<file path="src/rtl/core/psps_pkg.sv">
// ----------------------------------------------------------------------------
// psps_pkg: shared types and constants of the sphere section core
// Widths of the fixed-point datapath, register indexes, axis codes and the
// word carried along the square-root cell chain.
// ----------------------------------------------------------------------------
`timescale 1ns / 1ps
`default_nettype none

package psps_pkg;

  localparam int COORD_BITS = 32;
  localparam int FRAC_BITS  = 16;

  localparam int DIST_W   = COORD_BITS + 2;
  localparam int SQ_W     = 2 * COORD_BITS;
  localparam int ROOT_W   = COORD_BITS;
  localparam int REM_W    = COORD_BITS + 2;
  localparam int NUM_CELLS = ROOT_W;
  localparam int IDX_W    = 3;

  localparam logic [COORD_BITS-1:0] CELL_RESET = COORD_BITS'(1) << FRAC_BITS;

  typedef enum logic [IDX_W-1:0] {
    REG_CUT_AXIS    = 3'd0,
    REG_PLANE_POS   = 3'd1,
    REG_CELL_SIZE_X = 3'd2,
    REG_CELL_SIZE_Y = 3'd3,
    REG_CELL_SIZE_Z = 3'd4
  } reg_idx_e;

  typedef enum logic [1:0] {
    AXIS_X = 2'd0,
    AXIS_Y = 2'd1,
    AXIS_Z = 2'd2
  } axis_e;

  typedef struct packed {
    logic [1:0]            axis;
    logic [COORD_BITS-1:0] plane;
    logic [COORD_BITS-1:0] size_x;
    logic [COORD_BITS-1:0] size_y;
    logic [COORD_BITS-1:0] size_z;
  } cfg_t;

  typedef struct packed {
    logic [SQ_W-1:0]       n;
    logic [REM_W-1:0]      rem;
    logic [ROOT_W-1:0]     root;
    logic [COORD_BITS-1:0] u;
    logic [COORD_BITS-1:0] v;
    logic                  hit;
    logic                  last;
  } sq_t;

endpackage

`default_nettype wire

</file>
<file path="src/rtl/core/psps_sqrt_cell.sv">
// ----------------------------------------------------------------------------
// psps_sqrt_cell: one digit cell of the integer square root chain
// Takes the next two radicand bits, decides one root bit and registers the
// updated partial remainder and root for the next cell.
// ----------------------------------------------------------------------------
`timescale 1ns / 1ps
`default_nettype none

module psps_sqrt_cell (
  input  wire logic          clk_i,
  input  wire logic          rst_ni,
  input  wire logic          in_valid_i,
  output logic               in_ready_o,
  input  wire psps_pkg::sq_t in_data_i,
  output logic               out_valid_o,
  input  wire logic          out_ready_i,
  output psps_pkg::sq_t      out_data_o
);

  localparam int RW = psps_pkg::REM_W;
  localparam int TW = psps_pkg::ROOT_W;
  localparam int NW = psps_pkg::SQ_W;

  logic          valid_q;
  psps_pkg::sq_t data_q, data_d;
  logic [RW-1:0] cur, trial;
  logic          take;

  assign in_ready_o = !valid_q || out_ready_i;

  always_comb begin
    cur         = {in_data_i.rem[RW-3:0], in_data_i.n[NW-1 -: 2]};
    trial       = {in_data_i.root, 2'b01};
    take        = cur >= trial;
    data_d      = in_data_i;
    data_d.n    = {in_data_i.n[NW-3:0], 2'b00};
    data_d.rem  = take ? cur - trial : cur;
    data_d.root = {in_data_i.root[TW-2:0], take};
  end

  always_ff @(posedge clk_i or negedge rst_ni) begin
    if (!rst_ni) begin
      valid_q <= 1'b0;
    end else if (in_ready_o) begin
      valid_q <= in_valid_i;
    end
  end

  always_ff @(posedge clk_i) begin
    if (in_ready_o) begin
      data_q <= data_d;
    end
  end

  assign out_valid_o = valid_q;
  assign out_data_o  = data_q;

endmodule

`default_nettype wire

</file>
<file path="config.mk">
export PLATFORM = sky130hd
export DESIGN_NAME = psps_sqrt_cell
export DESIGN_NICKNAME = d
export VERILOG_FILES = /design/src/rtl/core/psps_pkg.sv /design/src/rtl/core/psps_sqrt_cell.sv
export SDC_FILE = /design/constraint.sdc
export NUM_CORES = 1
export LEC_CHECK = 0
export BUFFER_PORTS_ARGS = -buffer_cell sky130_fd_sc_hd__buf_2
export CORE_MARGIN = 10
export CORE_UTILIZATION = 45
export DETAILED_ROUTE_END_ITERATION = 16
export PLACE_DENSITY = 0.76
export SLEW_MARGIN = 5
export SYNTH_ARGS = -nofsm -noshare
export SYNTH_HDL_FRONTEND = slang
export SYNTH_SLANG_ARGS = --single-unit
</file>
<file path="constraint.sdc">
create_clock -name clk_i -period 14.3 [get_ports clk_i]
set_clock_uncertainty 0.1 [all_clocks]
set_input_delay 2.86 -clock clk_i [delete_from_list [all_inputs] [get_ports clk_i]]
set_output_delay 2.86 -clock clk_i [all_outputs]
set_load 0.02 [all_outputs]
</file>
==> summary.md, run 1 <==
| Metric | Value |
|---|---|
| Status | completed |
| Residual DRC count | 0 |
| Core Rows | around 50 |
| Share of layout cells above drive strength 1 | ~44% |
| Fin. Hold Viols | 0 |
| Routability Congestion | 0.888 |
| # resized after CTS | 0 |
| Initial detailed-routing violation count | approximately 480 |
| Core region area | between 15000 and 20000 um2 |
| Die Y | approximately 160 um |
| Fin crit period | 6700 ps |
| CP delay by family, top | simple AND/OR/NAND/NOR gates |
| EDFF count, synth | about 190 |
| Levels on crit path | 3 |
| FF-to-FF setup slack | approximately 12000 ps |
| Total clock sinks | 195 |
| WL per Instance | between 20 and 25 um |
| Drt pass-1 iters | 5 |
| Global-route usage over all layers | 20.9% |
| Clock transition at the registers of the reported paths | 80 ps |
| Clock Tree Buf Depth | 2 |
| Vias post-DR | between 6000 and 7000 |
| First-pass GRT wire length | 38200 um |
| P_leak | slightly above 0.005 uW |
| Max FO, Critical Path | 44 |
| Critical Path Source | out_ready_i |
| Period utilization | between 40% and 50% |
| Vias per inst | around 5 |
| Worst Hold Path Cells | 2 |
| Ys flop type | edfxtp_1 |
| Final HPWL DP | ~22000 um |
| Max-cap viol count | 0 |
| F_max | about 150 MHz |
| Max-slew violations | 0 |
| Reg-to-Reg Start | out_valid_o |
| Hold path start | out_valid_o |
| Number of global-route vias before repair | 6108 |
| DIE AREA | roughly 24000 um2 |
| Finished Core Util | 61.6% |
| Worst Path Buf+Inv | 2 |
| Post-CTS Setup Inserts | 0 |
| Initial Util | 46.1% |
| Crit start category | input port |
| Fin Setup TNS | 0 ps |
| Sequential area share after synthesis | 70.2% |
| Final ANT Viol Nets | 0 |
| Critical path, cell by cell | buf_2 -> nand2b_4 -> buf_2 |
| Mapped cell area | 8340 um2 |
| Most frequent CP cell | buf_2 |
| VDD IR max | about 77 uV |
| Synth async-reset ratio | less than 1% |
| Arrival @ worst endpoint | roughly 3700 ps |
| CP Capture Type | primary output |
| CTS tree | done |
| Nets | 1210 |
| Synth Area per Inst | ~14 um2 |
| Final setup viols | 0 |
| Crit path required time | approximately 11000 ps |
| Largest net degree at the start of global routing | 79 |
| Slew headroom | about a third |
| Hold Crit Class | flop to flop |
| Clock root buffer | clkbuf_16 |
| Skew-Pair Late Insertion Delay | around 430 ps |
| Synth Instances | 579 |
| Max incr delay on CP | about 480 ps |
| Buffers added on ports | 393 |
| Cts hold-fix bufs | 0 |
| RSZ-0062 raised after global routing | false |
| Netlist cell types | 62 |
| PD cells | between 100 and 150 nW/um2 |
| Synthesis-stage register bit count | just under 200 |
| Number of I/O pins | approximately 400 |
| Slew of the pin with the lowest slew margin | a little under 1000 ps |
| Die Wd | ~160 um |
| Antenna violations before repair | 7 |
| Num CTS Buffers | 17 |
| Crit Path Class | input port to primary output |
| H-tree depth | 4 |
| Crit-path slowest cell | nand2b_4 |
| Routed wire length | between 20000 and 30000 um |
| Area grow syn2layout | 33.7% |
| Congestion Overflow GR | 0 |
| Worst R2R Path Depth | 2 |
| Yosys warns | 0 |
[worst reg2reg max path: stages (launching register included)]
cell      delay [ps]
dfrtp_1          410
nand2b_4         450
buf_4            880
[final timing paths]
| kind | endpoint |
|---|---|
| max reg2reg | out_data_o[100] |
| min | out_valid_o |
| max in group asynchronous | out_valid_o |
| min in group asynchronous | out_valid_o |
| min reg2reg | out_valid_o |
| max | in_ready_o |
[sequential cells by signal, summed over array words and instances, names as in the netlist]
register     flops
out_data_o     194
out_valid_o      1
[placed cells by master (no fill, tap or decap), types with 4 or more instances in the layout]
| master | count |
|---|---|
| o21ai_1 | 4 |
| xnor2_1 | 13 |
| a21oi_1 | 30 |
| and3_1 | 7 |
| clkinv_8 | 6 |
| nand4_1 | 8 |
| edfxtp_1 | 194 |
| o21bai_1 | 4 |
| a21o_1 | 18 |
| nand3_1 | 6 |
| buf_2 | 393 |
| diode_2 | 6 |
| clkbuf_16 | 17 |
| o21a_1 | 11 |
| o21ai_0 | 37 |
| nor2_1 | 20 |
| nor3_1 | 5 |
| o211ai_1 | 5 |
| inv_1 | 45 |
| nand2_1 | 50 |
| xor2_1 | 14 |
| a211oi_1 | 4 |
| ha_1 | 34 |
| inv_6 | 5 |
[metal layers]
metal	global-route usage [%]	vias to the layer above	wire [um]
met4	7.19	8	655
met5	0	-	46
li1	-	2982	-
met2	37.3	302	14100
met3	8.49	42	2620
met1	21.7	2943	9580
[where the power goes]
part           switching, uW  total (uW)  internal (uW)
sequential              11.1         699            688
clock                    241         480            240
combinational            183         280           96.2
[cells by family (layout without fill, tap and decap cells)]
logic type,Yosys count,after routing,share of synthesized area (%)
and+or+nand+nor,113,113,6.56
muxes,1,1,0.120
other,1,8,0.0450
buffers and inverters,65,474,3.33
adders and majority gates,34,34,5.10
AOI/OAI and AO/OA,143,143,11.8
DFF,195,195,70.2
xor gates and xnor gates,27,27,2.84
[metrics by stage]
step,power [uW],setup slack (ps),hold slack (ps),std cells,instance area (um2)
after floorplan,890,3670,2460,580,8340
after global placement,987,7570,836,1186,10500
after detailed placement,993,7570,851,1186,10500
after CTS,1480,7570,867,1218,11100
after global routing,1520,7510,951,1218,11100
final,1460,7600,834,1224,11100
[synthesized netlist by cell type, types with 3 or more instances]
cell / n / area share [%]
nor3_1: 5 / 0.30
clkbuf_1: 5 / 0.23
xor2_1: 14 / 1.5
o21ai_1: 4 / 0.24
o21ai_0: 37 / 2.2
a31oi_1: 3 / 0.23
ha_1: 34 / 5.1
o31ai_1: 3 / 0.27
buf_4: 4 / 0.36
o21a_1: 11 / 0.99
inv_1: 45 / 2.0
nor2_1: 20 / 0.90
o21bai_1: 4 / 0.36
nand2b_1: 4 / 0.30
nand4_1: 8 / 0.60
buf_2: 6 / 0.36
and3_1: 7 / 0.53
o211ai_1: 5 / 0.45
a21oi_1: 30 / 1.8
a211oi_1: 4 / 0.36
clkbuf_2: 3 / 0.18
nor2b_1: 3 / 0.23
edfxtp_1: 194 / 70
nand2_1: 50 / 2.3
nand3_1: 6 / 0.36
a21o_1: 18 / 1.6
xnor2_1: 13 / 1.4
[cell type report]
type | count | area (um2)
sequential | 195 | 5850
clock buffer | 18 | 429
timing repair buffer | 396 | 1990
antenna | 6 | 15.0
clock inverter | 14 | 183
tap | 229 | 287
multi-input combinational | 320 | 2220
fill | 1414 | 6940
inverter | 46 | 173
Note: power is estimated with default switching activity, not from simulation.
==> run 2: changes to the inputs <==
==> constraint.sdc (replaced) <==
create_clock -name clk_i -period 6.2 [get_ports clk_i]
set_clock_uncertainty 0.1 [all_clocks]
set_input_delay 1.24 -clock clk_i [delete_from_list [all_inputs] [get_ports clk_i]]
set_output_delay 1.24 -clock clk_i [all_outputs]
set_load 0.02 [all_outputs]
==> summary.md, run 2 (synthesis results as in run 1) <==
| Metric | Value |
|---|---|
| CP delay by family, top | compound AO/OA/AOI/OAI gates |
| Max reg flops | a little under 200 |
| Largest net degree at the start of global routing | 196 |
| Multi-input logic area | approximately 2200 um2 |
| Slew of the pin with the lowest slew margin | between 1000 and 1500 ps |
| Final ANT Viol Nets | 0 |
| Clock root buffer | clkbuf_16 |
| Status | completed |
| Max FO, Critical Path | 20 |
| Max-cap viol count | 0 |
| Drt pass-1 iters | 5 |
| Routed wire length | between 20000 and 30000 um |
| FF-to-FF setup slack | 4360 ps |
| Crit path required time | around 6300 ps |
| Hold Crit Class | input port to asynchronous set/reset pin |
| Buffers added on ports | slightly below 400 |
| Clock transition at the registers of the reported paths | ~70 ps |
| Clock Tree Buf Depth | 2 |
| Arrival @ worst endpoint | around 4400 ps |
| Initial Util | 46.1% |
| Final setup viols | 0 |
| Skew-Pair Late Insertion Delay | between 400 and 500 ps |
| Reg2reg end | out_data_o[46] |
| Reg-to-Reg Start | out_valid_o |
| Antenna violations before repair | 17 |
| Fin crit period | approximately 4300 ps |
| Vias per inst | approximately 5.1 |
| First-pass GRT wire length | about 39000 um |
| DIE AREA | roughly 24000 um2 |
| Max-slew violations | 0 |
| Num CTS Buffers | 17 |
| Crit start category | input port |
| RSZ-0062 raised after global routing | false |
| Routability Congestion | 0.879 |
| Vias post-DR | around 6300 |
| Crit-path slowest cell | a311oi_4 |
| Clock Power Share | about 33% |
| Layout fillers | between 1000 and 1500 |
| P_leak | roughly 0.005 uW |
| H-tree depth | 4 |
| Commonest non-fill, non-tap cell in the layout | buf_2 |
| Combinational share of power | around a fifth |
| Slew headroom | between 30% and 40% |
| Switching pwr | 1010 uW |
| Fin Setup TNS | 0 ps |
| Final HPWL DP | approximately 22000 um |
| Fin. Hold Viols | 0 |
| Post-CTS Setup Inserts | 0 |
| Setup crit end | out_data_o[129] |
| Max incr delay on CP | roughly 820 ps |
| CP Capture Type | flop |
| WL per Instance | 22.2 um |
| Crit Path Class | input port to flop |
| Most frequent cells in the layout | 393 x buf_2, 194 x edfxtp_1, 50 x nand2_1, 45 x inv_1, 37 x o21ai_0 |
| Internal Pwr Total | 2360 uW |
| Design area | 11200 um2 |
| Nets | roughly 1200 |
| Share of layout cells above drive strength 1 | between 40% and 50% |
| Die Wd | 156 um |
| Die Y | roughly 160 um |
| Cts hold-fix bufs | 0 |
| Global-route usage over all layers | about a fifth |
| F_max | roughly 230 MHz |
| Worst Path Buf+Inv | 4 |
| Register share of total power | a little under half |
| Initial detailed-routing violation count | 391 |
| Congestion Overflow GR | 0 |
| # resized after CTS | 0 |
| Register Area | between 5000 and 6000 um2 |
| Total clock sinks | about 200 |
| Critical path, cell by cell | buf_2 -> inv_1 -> ha_1 -> nor2b_1 -> o31ai_2 -> a21oi_1 -> nor3_4 -> a21oi_2 -> a311oi_4 -> buf_4 -> inv_2 -> nor2_1 -> nor3b_2 |
| Core Rows | between 40 and 50 |
| Number of I/O pins | around 400 |
| Sw frac | approximately 30% |
| Period utilization | 68.8% |
| Number of global-route vias before repair | slightly above 6000 |
| DP Area | between 10000 and 15000 um2 |
| Residual DRC count | 0 |
| Levels on crit path | 13 |
| CTS tree | done |
| Area grow syn2layout | 33.9% |
| Critical Path Source | in_data_i[66] |
| VDD IR max | between 150 and 200 uV |
| PD cells | a little over 300 nW/um2 |
| Worst R2R Path Depth | 2 |
| Core region area | 18100 um2 |
==> run 2: cell count changes in the layout (fill, tap and decap cells not counted), sizes merged <==
cell	delta
inv	+3
clkinv	-3
diode	+4
==> run 2: cell type report <==
type / instances / area share (%)
Antenna cell: 10 / 0.224
Multi-Input combinational cell: 320 / 19.9
Clock inverter: 14 / 1.57
Tap cell: 229 / 2.57
Clock buffer: 18 / 3.85
Inverter: 46 / 1.55
Sequential cell: 195 / 52.4
Timing Repair Buffer: 396 / 17.9
==> run 2: worst min path at each step <==
stage | from | end | slack (ps) | cells past startpoint
after floorplan | rst_ni | out_valid_o | 840 | 0
after global placement | rst_ni | out_valid_o | 910 | 1
after CTS | rst_ni | out_valid_o | 450 | 1
after detailed placement | rst_ni | out_valid_o | 920 | 1
after global routing | rst_ni | out_valid_o | 450 | 1
final | rst_ni | out_valid_o | 470 | 1
==> run 2: per-layer routing <==
layer | up-vias | part of all wire [%] | global-route usage (%) | wire length [um]
met4 | 14 | 2.6 | 8.58 | 711
li1 | 2977 | - | - | -
met5 | - | 0.32 | 0 | 88
met2 | 273 | 52 | 37.5 | 14300
met1 | 2951 | 35 | 21.9 | 9490
met3 | 45 | 9.8 | 9.48 | 2680
==> run 2: metrics by stage <==
step	hold slack [ps]	instances	utilization [%]	total power, uW	setup slack, ps
finish	474	1228	61.7	3370	1930
global route	446	1225	61.7	3500	1680
CTS	448	1218	61.6	3400	1950
detailed placement	917	1186	58.2	2300	1490
global placement	915	1186	58.2	2280	1520
floorplan	844	580	-	2040	1080
==> run 2: worst reg2reg max path, cell delays in order, from the launching register on <==
cell and delay, ps:
dfrtp_1 410, nand2b_4 100, buf_12 710
==> run 2: power groups by stage <==
stage	combinational [uW]	sequential, uW	clock [uW]
2_1_floorplan	241	1800	0
6_report	647	1620	1110
4_1_cts	654	1620	1130
3_3_place_gp	642	1640	0
3_5_place_dp	652	1640	0
5_1_grt	697	1630	1180
==> run 3: changes to the inputs <==
--- a/config.mk
+++ b/config.mk
@@ -7,9 +7,9 @@
 export LEC_CHECK = 0
 export BUFFER_PORTS_ARGS = -buffer_cell sky130_fd_sc_hd__buf_2
 export CORE_MARGIN = 10
-export CORE_UTILIZATION = 45
+export CORE_UTILIZATION = 42
 export DETAILED_ROUTE_END_ITERATION = 16
-export PLACE_DENSITY = 0.76
+export PLACE_DENSITY = 0.75
 export SLEW_MARGIN = 5
 export SYNTH_ARGS = -nofsm -noshare
 export SYNTH_HDL_FRONTEND = slang
==> constraint.sdc (replaced) <==
create_clock -name clk_i -period 3.88 [get_ports clk_i]
set_clock_uncertainty 0.1 [all_clocks]
set_input_delay 0.776 -clock clk_i [delete_from_list [all_inputs] [get_ports clk_i]]
set_output_delay 0.776 -clock clk_i [all_outputs]
set_load 0.02 [all_outputs]
==> summary.md, run 3 (synthesis results as in run 1) <==
| Metric | Value |
|---|---|
| Max reg flops | between 150 and 200 |
| Hold_ws | between 400 and 500 ps |
| Global-route usage over all layers | about 20% |
| Die Wd | about 160 um |
| CP Capture Type | flop |
| Hold Crit Class | input port to flop |
| Reg-to-Reg Start | out_valid_o |
| Period utilization | 82.5% |
| Fin Setup TNS | 0 ps |
| RSZ-0062 raised after global routing | false |
| # resized after CTS | 0 |
| Hold path start | in_data_i[176] |
| Final Total Pwr | roughly 5400 uW |
| Slew of the pin with the lowest slew margin | roughly 640 ps |
| Final setup viols | 0 |
| Cts hold-fix bufs | 1 |
| Clock transition at the registers of the reported paths | ~80 ps |
| Area grow syn2layout | 35.4% |
| DIE AREA | around 26000 um2 |
| Max FO, Critical Path | 9 |
| Crit start category | input port |
| Final HPWL DP | between 20000 and 25000 um |
| Buffers added on ports | 393 |
| Setup slack after layout | around 680 ps |
| Die Y | approximately 160 um |
| Drt pass-1 iters | 5 |
| Commonest non-fill, non-tap cell in the layout | buf_2 |
| F_max | 312 MHz |
| Most frequent cells in the layout | 393 x buf_2, 194 x edfxtp_1, 50 x nand2_1, 45 x inv_1, 37 x o21ai_0 |
| Arrival @ worst endpoint | between 3000 and 4000 ps |
| Number of global-route vias before repair | a little over 6000 |
| P_leak | ~0.0051 uW |
| Post-CTS Setup Inserts | 0 |
| Status | completed |
| Initial Util | between 40% and 50% |
| Largest net degree at the start of global routing | 113 |
| Fin. Hold Viols | 0 |
| FF-to-FF setup slack | about 2000 ps |
| Share of layout cells above drive strength 1 | 44.9% |
| Clock root buffer | clkbuf_16 |
| Worst R2R Path Depth | 2 |
| PD cells | 478 nW/um2 |
| Total clock sinks | roughly 200 |
| Fin crit period | between 3000 and 4000 ps |
| Core region area | 19500 um2 |
| Nets | 1220 |
| Slew headroom | between 50% and 60% |
| Crit Path Class | input port to flop |
| Finished Core Util | 57.8% |
| Layout fillers | ~1600 |
| Final ANT Viol Nets | 0 |
| Routed wire length | ~28000 um |
| Hold Path Sink | out_data_o[178] |
| Residual DRC count | 0 |
| Reg2reg end | out_data_o[82] |
| Routability Congestion | between 0.9 and 1 |
| Number of I/O pins | just under 400 |
| Max-cap viol count | 0 |
| Vias per inst | 4.88 |
| Worst Hold Path Cells | 1 |
| WL per Instance | between 20 and 25 um |
| Core Rows | around 50 |
| H-tree depth | 4 |
| Multi-input logic area | around 2200 um2 |
| First-pass GRT wire length | 39300 um |
| Worst slack, placed | between 200 and 250 ps |
| Skew-Pair Late Insertion Delay | 430 ps |
| Num CTS Buffers | 17 |
| Congestion Overflow GR | 0 |
| Clock Tree Buf Depth | 2 |
| Initial detailed-routing violation count | around 400 |
| Max-slew violations | 0 |
| Antenna violations before repair | 8 |
| VDD IR max | about 300 uV |
| Vias post-DR | around 6200 |
| CTS tree | done |
| Crit path required time | between 3000 and 4000 ps |
| Register Area | 5850 um2 |
## run 3: cell count changes in the layout (fill, tap and decap cells not counted), sizes merged
| cell | delta |
|---|---|
| clkbuf | -1 |
| buf | +9 |
| diode | -3 |
| clkinv | +2 |
| dlygate4sd3 | +1 |
| inv | -1 |
## run 3: cell type report
cell class                      instances  area share, %
Timing Repair Buffer                  406           18.5
Sequential cell                       195           51.8
Clock buffer                           17           3.77
Tap cell                              265           2.94
Multi-Input combinational cell        320           19.7
Inverter                               46           1.53
Antenna cell                            7          0.155
Clock inverter                         15           1.59
## run 3: worst max-delay path by stage
stage	from	end	slack [ps]	cells after the start
3_5_place_dp	in_data_i[74]	out_data_o[127]	240	11
5_1_grt	in_data_i[79]	out_data_o[128]	500	10
3_3_place_gp	in_data_i[79]	out_data_o[128]	220	10
6_report	in_data_i[74]	out_data_o[127]	680	11
2_1_floorplan	in_data_i[74]	out_data_o[127]	590	11
4_1_cts	in_data_i[74]	out_data_o[127]	690	11
## run 3: where the power goes
part | total (uW) | internal [uW] | switching (uW) | leakage [uW]
clock | 1770 | 880 | 888 | 0.000294
combinational | 1050 | 370 | 681 | 0.00283
sequential | 2570 | 2540 | 38.4 | 0.00197
## run 3: critical path, cell delays in order
cell,delay (ps)
buf_2,90
inv_1,40
ha_1,410
a21o_4,290
a31oi_4,190
a2bb2oi_2,150
or4b_1,510
a311o_1,370
a31oi_1,220
xor2_1,170
o21ai_1,70
## run 3: stage by stage
stage	area [um2]	instances
after global routing	11300	1265
after detailed placement	10700	1231
after floorplan	8350	580
final	11300	1271
after CTS	11300	1264
after global placement	10700	1231
## run 3: routing by layer
metal	GRT usage [%]	share of wire (%)	up-vias	wire length, um
met5	0	0.19	-	51
met4	5.29	1.5	8	410
met3	7.44	9.0	27	2480
met2	36.4	53	274	14600
met1	22.1	36	2902	10000
li1	-	-	2994	-
